$ cat config.mk
export PLATFORM = sky130hd
export DESIGN_NAME = io_completion_hole_merger
export DESIGN_NICKNAME = d
export VERILOG_FILES = /design/src/rtl/ichm_pkg.sv /design/src/rtl/ichm_queue.sv /design/src/rtl/ichm_front.sv /design/src/rtl/ichm_back.sv /design/src/rtl/io_completion_hole_merger.sv
export SDC_FILE = /design/constraint.sdc
export NUM_CORES = 2
export LEC_CHECK = 0
export BUFFER_PORTS_ARGS = -buffer_cell sky130_fd_sc_hd__buf_2
export CAP_MARGIN = 0
export CELL_PAD_IN_SITES_DETAIL_PLACEMENT = 0
export CELL_PAD_IN_SITES_GLOBAL_PLACEMENT = 1
export CORE_UTILIZATION = 30
export CTS_BUF_LIST = sky130_fd_sc_hd__clkbuf_4 sky130_fd_sc_hd__clkbuf_8
export DETAILED_ROUTE_END_ITERATION = 12
export GPL_ROUTABILITY_DRIVEN = 0
export GPL_TIMING_DRIVEN = 0
export PLACE_DENSITY = 0.47
export SLEW_MARGIN = 20
export SYNTH_ARGS = -nofsm -noshare
export SYNTH_HDL_FRONTEND = slang
export SYNTH_HIERARCHICAL = 1
export SYNTH_SLANG_ARGS = --single-unit
$ cat constraint.sdc
create_clock -name i_clk -period 22.1 [get_ports i_clk]
set_input_delay 2.21 -clock i_clk [delete_from_list [all_inputs] [get_ports i_clk]]
set_output_delay 2.21 -clock i_clk [all_outputs]
set_load 0.02 [all_outputs]
$ cat src/rtl/ichm_pkg.sv
`timescale 1ns / 1ps
// ----------------------------------------------------------------------------
// ichm_pkg: shared types and constants of the completion hole merger
// Field widths, configuration register indexes and the records that travel
// between the front end, the work queue and the back end.
// ----------------------------------------------------------------------------
package ichm_pkg;

    localparam int VALUE_W  = 41;  // signed result / preset width
    localparam int LEN_W    = 32;  // piece lengths and offsets
    localparam int CODE_W   = 16;  // error codes
    localparam int PIECE_W  = 12;  // reported piece numbers
    localparam int BYTES_W  = 40;  // saturating byte counts
    localparam int IN_IDX_W = 6;   // request index as carried on the ports
    localparam int CFG_IDX_W = 2;

    localparam logic [BYTES_W-1:0] BYTES_MAX = '1;

    // Both queues between the parts hold this many entries
    localparam int QUEUE_DEPTH = 2;

    typedef enum logic [CFG_IDX_W-1:0] {
        CFG_READ_MODE   = 2'd0,
        CFG_ALLOW_HOLES = 2'd1,
        CFG_HOLE_CODE   = 2'd2
    } t_cfg_index;

    typedef enum logic {
        OP_PRESET = 1'b0,
        OP_PIECE  = 1'b1
    } t_opcode;

    typedef struct packed {
        logic              read_mode;
        logic              allow_holes;
        logic [CODE_W-1:0] hole_code;
    } t_cfg;

    // Classified request as it waits between front and back end
    typedef struct packed {
        t_opcode              op;
        logic [IN_IDX_W-1:0]  idx;
        logic [VALUE_W-1:0]   preset;
        logic                 length_ok;
        logic [LEN_W-1:0]     iolen;      // returned length, zero on error
        logic [LEN_W-1:0]     diff;       // expected minus returned
        logic                 opens;      // piece came back short
        logic                 nonzero;    // piece carried data
        logic                 chunk_missing;
        logic [CODE_W-1:0]    error_code;
    } t_work;

    typedef struct packed {
        logic [IN_IDX_W-1:0] idx;
        logic [VALUE_W-1:0]  value;
        logic                zero_fill;
        logic [PIECE_W-1:0]  first_piece;
        logic [LEN_W-1:0]    first_offset;
        logic [PIECE_W-1:0]  end_piece;
    } t_result;

endpackage

$ cat src/rtl/ichm_queue.sv
`timescale 1ns / 1ps
// ----------------------------------------------------------------------------
// ichm_queue: short first-in first-out buffer
// Holds a few records of any packed type between two parts that stall apart.
// ----------------------------------------------------------------------------
module ichm_queue #(
    parameter type T = logic
) (
    input  logic i_clk,
    input  logic i_rst_n,
    input  logic i_push,
    input  T     i_data,
    output logic o_full,
    input  logic i_pop,
    output T     o_data,
    output logic o_empty
);
    import ichm_pkg::*;

    localparam int PTR_W = (QUEUE_DEPTH > 1) ? $clog2(QUEUE_DEPTH) : 1;
    localparam int CNT_W = $clog2(QUEUE_DEPTH + 1);

    T                 r_slot [QUEUE_DEPTH];
    logic [PTR_W-1:0] r_wr;
    logic [PTR_W-1:0] r_rd;
    logic [CNT_W-1:0] r_count;
    logic             do_push;
    logic             do_pop;

    assign o_full  = (r_count == CNT_W'(QUEUE_DEPTH));
    assign o_empty = (r_count == '0);
    assign do_push = i_push && !o_full;
    assign do_pop  = i_pop && !o_empty;
    assign o_data  = r_slot[r_rd];

    always_ff @(posedge i_clk) begin
        if (do_push) begin
            r_slot[r_wr] <= i_data;
        end
    end

    always_ff @(posedge i_clk) begin
        if (!i_rst_n) begin
            r_wr    <= '0;
            r_rd    <= '0;
            r_count <= '0;
        end else begin
            if (do_push) begin
                r_wr <= (r_wr == PTR_W'(QUEUE_DEPTH - 1)) ? '0 : r_wr + 1'b1;
            end
            if (do_pop) begin
                r_rd <= (r_rd == PTR_W'(QUEUE_DEPTH - 1)) ? '0 : r_rd + 1'b1;
            end
            case ({do_push, do_pop})
                2'b10:   r_count <= r_count + 1'b1;
                2'b01:   r_count <= r_count - 1'b1;
                default: r_count <= r_count;
            endcase
        end
    end

endmodule

$ cat src/rtl/ichm_front.sv
`timescale 1ns / 1ps
// ----------------------------------------------------------------------------
// ichm_front: request intake and classification
// Folds the request index, works out the returned length, shortfall and
// short-piece flags, and queues the record for the back end.
// ----------------------------------------------------------------------------
module ichm_front #(
    parameter int REQUESTS = 64
) (
    input  logic                          i_clk,
    input  logic                          i_rst_n,
    input  logic                          i_push,
    output logic                          o_full,
    input  logic                          i_opcode,
    input  logic [ichm_pkg::IN_IDX_W-1:0] i_request_index,
    input  logic signed [ichm_pkg::VALUE_W-1:0] i_preset_value,
    input  logic                          i_length_ok,
    input  logic [ichm_pkg::LEN_W-1:0]    i_returned_length,
    input  logic [ichm_pkg::LEN_W-1:0]    i_expected_length,
    input  logic                          i_chunk_missing,
    input  logic [ichm_pkg::CODE_W-1:0]   i_error_code,
    output ichm_pkg::t_work               o_work,
    output logic                          o_empty,
    input  logic                          i_pop
);
    import ichm_pkg::*;

    localparam int IN_SPAN = 2 ** IN_IDX_W;

    t_work            work;
    logic [LEN_W-1:0] iolen;

    // Fold an index into the request range; constant selection, no divider
    function automatic logic [IN_IDX_W-1:0] fold_index(input logic [IN_IDX_W-1:0] v);
        logic [IN_IDX_W-1:0] res;
        res = '0;
        for (int k = 0; k < IN_SPAN; k++) begin
            if (v == IN_IDX_W'(k)) begin
                res = IN_IDX_W'(k % REQUESTS);
            end
        end
        return res;
    endfunction

    assign iolen = i_length_ok ? i_returned_length : '0;

    always_comb begin
        work.op            = t_opcode'(i_opcode);
        work.idx           = fold_index(i_request_index);
        work.preset        = i_preset_value;
        work.length_ok     = i_length_ok;
        work.iolen         = iolen;
        work.diff          = i_expected_length - iolen;
        work.opens         = (iolen < i_expected_length);
        work.nonzero       = (iolen != '0);
        work.chunk_missing = i_chunk_missing;
        work.error_code    = i_error_code;
    end

    ichm_queue #(
        .T (t_work)
    ) u_work_queue (
        .i_clk   (i_clk),
        .i_rst_n (i_rst_n),
        .i_push  (i_push),
        .i_data  (work),
        .o_full  (o_full),
        .i_pop   (i_pop),
        .o_data  (o_work),
        .o_empty (o_empty)
    );

endmodule

$ cat src/rtl/ichm_back.sv
`timescale 1ns / 1ps
// ----------------------------------------------------------------------------
// ichm_back: result update engine
// Two steps per request: decide against the walk state and read the stored
// result, then merge, write back, advance the walk and queue the result.
// ----------------------------------------------------------------------------
module ichm_back #(
    parameter int REQUESTS   = 64,
    parameter int MAX_PIECES = 4096
) (
    input  logic              i_clk,
    input  logic              i_rst_n,
    input  ichm_pkg::t_cfg    i_cfg,
    input  ichm_pkg::t_work   i_work,
    input  logic              i_work_empty,
    output logic              o_work_pop,
    output ichm_pkg::t_result o_result,
    output logic              o_empty,
    input  logic              i_pop
);
    import ichm_pkg::*;

    localparam int IDX_W = (REQUESTS > 1) ? $clog2(REQUESTS) : 1;
    localparam int PC_W  = (MAX_PIECES > 1) ? $clog2(MAX_PIECES) : 1;
    localparam logic [PC_W-1:0] PC_LAST = PC_W'(MAX_PIECES - 1);
    localparam int SUM_W = VALUE_W + 2;

    typedef enum logic [1:0] {
        SEL_KEEP = 2'd0,   // stored result stands before the length add
        SEL_FILL = 2'd1,   // hole closed: add hole bytes, report fill range
        SEL_CODE = 2'd2,   // hole not allowed: store hole error
        SEL_ERR  = 2'd3    // piece error: latch its code unless already negative
    } t_sel;

    // Result store, undefined until preset
    logic [VALUE_W-1:0]  r_mem [REQUESTS];
    logic [VALUE_W-1:0]  r_rdata;

    // Walk state
    logic                r_prev_vld;
    logic [IN_IDX_W-1:0] r_prev;
    logic [PC_W-1:0]     r_pc;
    logic                r_ho;
    logic                r_hsv;
    logic [PIECE_W-1:0]  r_hsp;
    logic [LEN_W-1:0]    r_hso;
    logic [BYTES_W-1:0]  r_hb;

    // Second step registers
    logic                r_b_vld;
    t_opcode             r_b_op;
    logic [IN_IDX_W-1:0] r_b_idx;
    logic [VALUE_W-1:0]  r_b_preset;
    t_sel                r_b_sel;
    logic [CODE_W-1:0]   r_b_code;
    logic [LEN_W-1:0]    r_b_iolen;
    logic                r_b_opens;
    logic                r_b_ho_mid;
    logic                r_b_hsv_mid;
    logic [BYTES_W-1:0]  r_b_hb_cand;
    logic [BYTES_W:0]    r_b_addb;
    logic [BYTES_W:0]    r_b_addc;

    // First step
    logic                out_full;
    logic                a_go;
    logic                a_same;
    logic                a_merge;
    logic                a_fmode;
    t_sel                a_sel;
    logic                a_ho_mid;
    logic                a_hsv_mid;
    logic [BYTES_W-1:0]  a_base;
    logic [BYTES_W:0]    a_hb_sum;
    logic [BYTES_W:0]    a_addb;
    logic [BYTES_W:0]    a_addc;

    // Second step
    logic [SUM_W-1:0]    b_r_ext;
    logic [SUM_W-1:0]    b_s1;
    logic [SUM_W-1:0]    b_s2;
    logic [SUM_W-1:0]    b_sat2;
    logic [SUM_W-1:0]    b_neg_code;
    logic [SUM_W-1:0]    b_r1;
    logic [SUM_W-1:0]    b_r2;
    logic                b_nonneg;
    logic                b_fill;
    logic [VALUE_W-1:0]  b_value;
    t_result             b_result;

    // Start a request only while no other is mid-update and the result has room
    assign a_go       = !r_b_vld && !i_work_empty && !out_full;
    assign o_work_pop = a_go;

    assign a_same  = r_prev_vld && (r_prev == i_work.idx);
    assign a_merge = i_work.length_ok && i_work.nonzero && r_ho && a_same;
    assign a_fmode = i_cfg.read_mode && i_cfg.allow_holes;

    always_comb begin
        if (i_work.length_ok) begin
            if (a_merge) begin
                a_sel = a_fmode ? SEL_FILL : SEL_CODE;
            end else begin
                a_sel = SEL_KEEP;
            end
        end else if (i_cfg.read_mode && i_work.chunk_missing) begin
            a_sel = SEL_KEEP;
        end else begin
            a_sel = SEL_ERR;
        end
    end

    // Hole tracking after the merge decision, before any new shortfall
    always_comb begin
        if (i_work.length_ok && ((a_merge && a_fmode) || !a_same)) begin
            a_ho_mid  = 1'b0;
            a_hsv_mid = 1'b0;
        end else begin
            a_ho_mid  = r_ho;
            a_hsv_mid = r_hsv;
        end
    end

    assign a_base   = a_hsv_mid ? r_hb : '0;
    assign a_hb_sum = {1'b0, a_base} + {{(BYTES_W + 1 - LEN_W){1'b0}}, i_work.diff};
    assign a_addb   = (a_sel == SEL_FILL) ? {1'b0, r_hb} : '0;
    assign a_addc   = ((a_sel == SEL_FILL) ? {1'b0, r_hb} : '0)
                    + {{(BYTES_W + 1 - LEN_W){1'b0}}, i_work.iolen};

    always_ff @(posedge i_clk) begin
        if (a_go) begin
            r_rdata     <= r_mem[IDX_W'(i_work.idx)];
            r_b_op      <= i_work.op;
            r_b_idx     <= i_work.idx;
            r_b_preset  <= i_work.preset;
            r_b_sel     <= a_sel;
            r_b_code    <= (a_sel == SEL_CODE) ? i_cfg.hole_code : i_work.error_code;
            r_b_iolen   <= i_work.iolen;
            r_b_opens   <= i_work.opens;
            r_b_ho_mid  <= a_ho_mid;
            r_b_hsv_mid <= a_hsv_mid;
            r_b_hb_cand <= a_hb_sum[BYTES_W] ? BYTES_MAX : a_hb_sum[BYTES_W-1:0];
            r_b_addb    <= a_addb;
            r_b_addc    <= a_addc;
        end
    end

    always_ff @(posedge i_clk) begin
        if (!i_rst_n) begin
            r_b_vld <= 1'b0;
        end else begin
            r_b_vld <= a_go;
        end
    end

    // Merge against the stored result
    assign b_r_ext    = {{(SUM_W - VALUE_W){r_rdata[VALUE_W-1]}}, r_rdata};
    assign b_s1       = b_r_ext + {{(SUM_W - BYTES_W - 1){1'b0}}, r_b_addb};
    assign b_s2       = b_r_ext + {{(SUM_W - BYTES_W - 1){1'b0}}, r_b_addc};
    assign b_sat2     = (b_s2[SUM_W-1:BYTES_W] != '0)
                      ? {{(SUM_W - BYTES_W){1'b0}}, BYTES_MAX} : b_s2;
    assign b_neg_code = '0 - {{(SUM_W - CODE_W){1'b0}}, r_b_code};

    always_comb begin
        unique case (r_b_sel) inside
            SEL_FILL, SEL_KEEP: b_r1 = b_s1;
            SEL_CODE:           b_r1 = b_neg_code;
            SEL_ERR:            b_r1 = r_rdata[VALUE_W-1] ? b_r_ext : b_neg_code;
        endcase
    end

    assign b_nonneg = !b_r1[SUM_W-1];

    always_comb begin
        if (!b_nonneg) begin
            b_r2 = b_r1;
        end else if ((r_b_sel == SEL_FILL) || (r_b_sel == SEL_KEEP)) begin
            b_r2 = b_sat2;
        end else begin
            b_r2 = {{(SUM_W - LEN_W){1'b0}}, r_b_iolen};
        end
    end

    assign b_fill  = (r_b_op == OP_PIECE) && (r_b_sel == SEL_FILL);
    assign b_value = (r_b_op == OP_PRESET) ? r_b_preset : b_r2[VALUE_W-1:0];

    always_comb begin
        b_result.idx          = r_b_idx;
        b_result.value        = b_value;
        b_result.zero_fill    = b_fill;
        b_result.first_piece  = b_fill ? r_hsp : '0;
        b_result.first_offset = b_fill ? r_hso : '0;
        b_result.end_piece    = b_fill ? PIECE_W'(r_pc) : '0;
    end

    always_ff @(posedge i_clk) begin
        if (r_b_vld) begin
            r_mem[IDX_W'(r_b_idx)] <= b_value;
        end
    end

    always_ff @(posedge i_clk) begin
        if (!i_rst_n) begin
            r_prev_vld <= 1'b0;
            r_prev     <= '0;
            r_pc       <= '0;
            r_ho       <= 1'b0;
            r_hsv      <= 1'b1;
            r_hsp      <= '0;
            r_hso      <= '0;
            r_hb       <= '0;
        end else if (r_b_vld) begin
            if (r_b_op == OP_PRESET) begin
                r_prev_vld <= 1'b0;
                r_prev     <= '0;
                r_pc       <= '0;
                r_ho       <= 1'b0;
                r_hsv      <= 1'b1;
                r_hsp      <= '0;
                r_hso      <= '0;
                r_hb       <= '0;
            end else begin
                r_prev_vld <= 1'b1;
                r_prev     <= r_b_idx;
                if (r_pc != PC_LAST) begin
                    r_pc <= r_pc + 1'b1;
                end
                if (b_nonneg && r_b_opens) begin
                    r_ho  <= 1'b1;
                    r_hsv <= 1'b1;
                    r_hb  <= r_b_hb_cand;
                    if (!r_b_hsv_mid) begin
                        r_hsp <= PIECE_W'(r_pc);
                        r_hso <= r_b_iolen;
                    end
                end else begin
                    r_ho  <= r_b_ho_mid;
                    r_hsv <= r_b_hsv_mid;
                end
            end
        end
    end

    ichm_queue #(
        .T (t_result)
    ) u_result_queue (
        .i_clk   (i_clk),
        .i_rst_n (i_rst_n),
        .i_push  (r_b_vld),
        .i_data  (b_result),
        .o_full  (out_full),
        .i_pop   (i_pop),
        .o_data  (o_result),
        .o_empty (o_empty)
    );

endmodule

$ cat src/rtl/io_completion_hole_merger.sv
`timescale 1ns / 1ps
// ----------------------------------------------------------------------------
// io_completion_hole_merger: per-request completion and hole merger
// Folds piece completions into per-request byte counts, tracks short pieces
// as holes and reports zero-fill ranges or latches hole errors.
// ----------------------------------------------------------------------------
// Requests go in through a queue-like port (push/full) and come back one
// result per request through another (empty/pop), oldest first. A preset
// loads a request's starting result and restarts the walk over pieces; a
// piece completion updates the stored result and returns it. The block
// takes no new request while one is mid-update: each completion is
// a read-modify-write of the per-request result memory, read in one step
// and written in the next, and the walk state that decides the next request
// only settles with that write. Each result passes the second step's
// registers and the result queue on its way out. Two small queues,
// one behind the intake and one in front of the result port, let either
// side stall without stopping the other. Results of requests never preset
// are not defined; the memory has no clearing pass, so the block is ready
// straight out of reset. Configuration writes are taken on any cycle but
// belong to idle periods.
module io_completion_hole_merger #(
    parameter int REQUESTS   = 64,
    parameter int MAX_PIECES = 4096
) (
    input  logic                                i_clk,
    input  logic                                i_rst_n,
    // request side
    input  logic                                push,
    output logic                                full,
    input  logic                                i_opcode,
    input  logic [ichm_pkg::IN_IDX_W-1:0]       i_request_index,
    input  logic signed [ichm_pkg::VALUE_W-1:0] i_preset_value,
    input  logic                                i_length_ok,
    input  logic [ichm_pkg::LEN_W-1:0]          i_returned_length,
    input  logic [ichm_pkg::LEN_W-1:0]          i_expected_length,
    input  logic                                i_chunk_missing,
    input  logic [ichm_pkg::CODE_W-1:0]         i_error_code,
    // result side
    output logic                                empty,
    input  logic                                pop,
    output logic [ichm_pkg::IN_IDX_W-1:0]       o_result_index,
    output logic signed [ichm_pkg::VALUE_W-1:0] o_result_value,
    output logic                                o_zero_fill,
    output logic [ichm_pkg::PIECE_W-1:0]        o_fill_first_piece,
    output logic [ichm_pkg::LEN_W-1:0]          o_fill_first_offset,
    output logic [ichm_pkg::PIECE_W-1:0]        o_fill_end_piece,
    // configuration writes
    input  logic                                i_cfg_valid,
    output logic                                o_cfg_ready,
    input  logic [ichm_pkg::CFG_IDX_W-1:0]      i_cfg_index,
    input  logic [ichm_pkg::CODE_W-1:0]         i_cfg_data
);
    import ichm_pkg::*;

    t_cfg    r_cfg;
    t_work   work;
    logic    work_empty;
    logic    work_pop;
    t_result result;

    // Register writes never stall
    assign o_cfg_ready = 1'b1;

    // Hold configuration; writes to indexes beyond the list are dropped
    always_ff @(posedge i_clk) begin
        if (!i_rst_n) begin
            r_cfg.read_mode   <= 1'b1;
            r_cfg.allow_holes <= 1'b0;
            r_cfg.hole_code   <= CODE_W'(1);
        end else if (i_cfg_valid && o_cfg_ready) begin
            unique case (t_cfg_index'(i_cfg_index))
                CFG_READ_MODE:   r_cfg.read_mode   <= i_cfg_data[0];
                CFG_ALLOW_HOLES: r_cfg.allow_holes <= i_cfg_data[0];
                CFG_HOLE_CODE:   r_cfg.hole_code   <= i_cfg_data;
                default:         r_cfg             <= r_cfg;
            endcase
        end
    end

    // Intake: fold the index, classify the piece, queue the request
    ichm_front #(
        .REQUESTS (REQUESTS)
    ) u_front (
        .i_clk             (i_clk),
        .i_rst_n           (i_rst_n),
        .i_push            (push),
        .o_full            (full),
        .i_opcode          (i_opcode),
        .i_request_index   (i_request_index),
        .i_preset_value    (i_preset_value),
        .i_length_ok       (i_length_ok),
        .i_returned_length (i_returned_length),
        .i_expected_length (i_expected_length),
        .i_chunk_missing   (i_chunk_missing),
        .i_error_code      (i_error_code),
        .o_work            (work),
        .o_empty           (work_empty),
        .i_pop             (work_pop)
    );

    // Update engine: result memory, walk state, result queue
    ichm_back #(
        .REQUESTS   (REQUESTS),
        .MAX_PIECES (MAX_PIECES)
    ) u_back (
        .i_clk        (i_clk),
        .i_rst_n      (i_rst_n),
        .i_cfg        (r_cfg),
        .i_work       (work),
        .i_work_empty (work_empty),
        .o_work_pop   (work_pop),
        .o_result     (result),
        .o_empty      (empty),
        .i_pop        (pop)
    );

    // Unpack the oldest result onto the ports
    assign o_result_index      = result.idx;
    assign o_result_value      = result.value;
    assign o_zero_fill         = result.zero_fill;
    assign o_fill_first_piece  = result.first_piece;
    assign o_fill_first_offset = result.first_offset;
    assign o_fill_end_piece    = result.end_piece;

endmodule

==> metrics.csv <==
stage;metric;value;unit
outcome;status;finished clean;
synthesis;Net Count, Synth;7604;
synthesis;predominant post-synthesis flop cell;edfxtp_1;
routing;DRT Pass-1 Iters;5;
pwr;Peak VDD IR;115.5;uV
clock_network;clock tree buffer depth;4;
clock_network;Clock transition at path regs;0.06;ns
final_layout;register area;0.1035;sq mm
critical_path;Worst path most repeated cell;clkbuf_1;
global_route;met2 Use GR;0.3258;
global_route;met1 Use GR;0.2683;
global_route;met3 usage;0.03329;
global_route;initial antenna violation count;73;
critical_path;R2R cell count;29;
placed_design;PortBufs;252;
routing;vias;77600;
die;die area;0.4771;sq mm
global_route;GR Util All Layers;0.1969;
routing;vias per cell;5.087;
synthesis;Synth Instances;7264;
sta;setup violators final;0;
sta;fmax;105.7;MHz
sta;RSZ-0062 raised after global routing;no;
die;Top Ports;260;
clock_network;TritonCTS clock tree;built;
final_layout;Post-layout nets;8857;
synthesis;syn_area_per_cell;19.59;sq um
clock_network;Skew-Pair Late Insertion Delay;1.17;ns
critical_path;worst-path fanout max;10;
synthesis;register area share after synthesis;0.7277;
final_layout;area delta synth->final;20.08;%
critical_path;CP arrival;10.31;ns
clock_network;CTS Hold Bufs;0;
critical_path;R2R Setup Slk;12.64;ns
sta;Final WS setup;12.64;ns
synthesis;post-synth top area share;0.7088;
synthesis;Yosys reg bits;3493;
synthesis;yosys warns;6;
global_route;vias in the first global route;79700;
final_layout;commonest non-fill, non-tap cell in the layout;edfxtp_1;
sta;final worst-path cycle share;0.4281;
clock_network;post_cts resized;0;
synthesis;synth unique cells;98;
clock_network;post-CTS setup buffer count;0;
sta;final hold slack;0.4446;ns
hold_path;Hold WC Path Type;register to register;
global_route;GRT Max-Usage Layer;met2;
final_layout;filler cell count;43970;
placed_design;detailed placer's ending HPWL;357300;um
critical_path;Critical Path Sink;u_back/r_b_hb_cand[29];
final_layout;most frequent cells in the layout;edfxtp_1, mux4_2, clkbuf_8;
sta;slew margin rel.;0.2013;
sta;Slew Limit Fails;0;
synthesis;cell area after synthesis;0.1423;sq mm
final_layout;Non-Filler Instances;15260;
critical_path;CP peak stage delay;0.71;ns
routing;WL final;480500;um
critical_path;startpoint types;register;
sta;fin crit period;9.461;ns
global_route;largest net degree at the start of global routing;83;
global_route;total global routing overflow;0;
final_layout;multi-input combinational cell area;0.03765;sq mm
placed_design;pre-CTS WS;12.60;ns
die;num rows;252;
critical_path;CP Class;register to register;
sta;setup_tns;0;ns
placed_design;placed cells;14120;
sta;Final Hold Fails;0;
global_route;first-pass GRT wire length;654000;um
clock_network;H-tree levels;6;
die;core area;0.4717;sq mm
routing;Post-DRT Antenna Nets;0;
sta;Slew @ Worst Pin;1.198;ns
die;initial core utilization;0.3017;
clock_network;root buf cell;clkbuf_8;
synthesis;Synth area leader;edfxtp_1;
die;die width;690.7;um
clock_network;CTS sink count;3493;
synthesis;Synth async-reset ratio;0;
synthesis;number of flops mapped to enable cells by yosys;3359;
hold_path;worst hold path depth;1;
sta;skew final;0.06681;ns
critical_path;Req. time, crit path;22.95;ns
die;Die Ht;690.7;um
synthesis;Synth area leaders;edfxtp_1, mux4_2, mux2_2;
job;maxcap violations;0;
final_layout;Util after Layout;0.3623;
routing;drt initial violations;7730;
critical_path;CP max-delay cell;clkbuf_1;
clock_network;cts bufs inserted;617;
routing;DR WL/cell;31.50;um
final_layout;fraction of layout cells with a size suffix above 1;0.3297;
critical_path;crit end category;register;
pwr;static leakage;0.05633;uW
pwr;Power Density;152.8;mW/mm^2
critical_path;capture point of the worst reg-to-reg path;u_back/r_b_hb_cand[29];
routing;DRC viols;0;
==> report_power, final <==
part	switching [uW]	internal [uW]
sequential	404	9730
clock	2700	3090
combinational	6740	3440
total	9840	16300
==> Yosys cell counts, types with 63 or more instances <==
library cell     n
buf_1           68
nand2_1        238
mux2_2         252
nor2_1         239
o21ai_0        155
nor3_1          71
a21o_1          75
ha_1           182
edfxtp_1      3359
and3_1         111
xor2_1          63
xnor2_1        127
inv_1          108
a22o_1          82
mux4_2         861
clkbuf_1       248
a21oi_1        189
dfxtp_1        134
==> cell families after synthesis <==
kind of cell,Yosys count,share of synthesized area
other,1,0.00002635
buffers and inverters,473,0.01393
adder cells (fa/ha/maj),187,0.01671
XOR/XNOR,190,0.01169
multiplexers,1135,0.1578
flip-flops,3493,0.7277
AO/OA/AOI/OAI,805,0.03800
AND/OR/NAND/NOR,980,0.03424
==> per-stage QoR <==
stage	total power (uW)	cell area, sq um
6_report	26110	170900
5_1_grt	27130	170800
4_1_cts	26450	170700
3_5_place_dp	20580	159000
3_3_place_gp	17730	151400
2_1_floorplan	15070	142300
==> metal layers <==
layer  part of all wire  vias to the layer above  routed length [um]
met5            0.00016                        -                  76
met4              0.026                       12               12630
met3              0.059                      669               28230
met2               0.48                     2621              232000
met1               0.43                    41690              207600
li1                   -                    32610                   -
==> registers in the layout, indices dropped and copies added, names as in the netlist, 2 cells and up, named ones only <==
name,cells
r_cfg,18
u_back/r_b_addb,40
u_back/r_b_addc,41
u_back/r_b_code,16
u_back/r_b_hb_cand,40
u_back/r_b_idx,6
u_back/r_b_iolen,32
u_back/r_b_preset,41
u_back/r_b_sel,2
u_back/r_hb,40
u_back/r_hso,32
u_back/r_hsp,12
u_back/r_mem,2624
u_back/r_pc,12
u_back/r_prev,6
u_back/r_rdata,41
u_back/u_result_queue/r_count,2
u_back/u_result_queue/r_slot,208
u_front/u_work_queue/r_count,2
u_front/u_work_queue/r_slot,264
==> worst min path at each step <==
stage / end / slack, ns / startpoint
floorplan: r_cfg[10] / 0.43 / r_cfg[10]
global placement: r_cfg[13] / 0.44 / r_cfg[13]
detailed placement: r_cfg[14] / 0.45 / r_cfg[14]
CTS: u_back/r_hb[37] / 0.45 / u_back/r_b_hb_cand[37]
global route: u_back/r_hb[37] / 0.47 / u_back/r_b_hb_cand[37]
finish: u_back/r_hb[37] / 0.44 / u_back/r_b_hb_cand[37]
==> worst max-delay path: cells and delay by family, from the launching register on <==
family,cells,cell delay [ns]
xor gates and xnor gates,1,0.13
and+or+nand+nor,7,1.64
muxes,1,0.28
buffers and inverters,10,4.05
adders and majority gates,2,0.67
AOI/OAI and AO/OA,8,2.00
DFF,1,0.32
==> layout make-up <==
class,instances,area share
Inverter,110,0.002504
Clock inverter,236,0.007674
Buffer,363,0.009724
Timing Repair Buffer,634,0.04659
Antenna cell,37,0.0005418
Sequential cell,3493,0.6060
Clock buffer,861,0.06111
Tap cell,6223,0.04557
Multi-Input combinational cell,3298,0.2203
No activity file was read; power rests on OpenSTA's default activity.
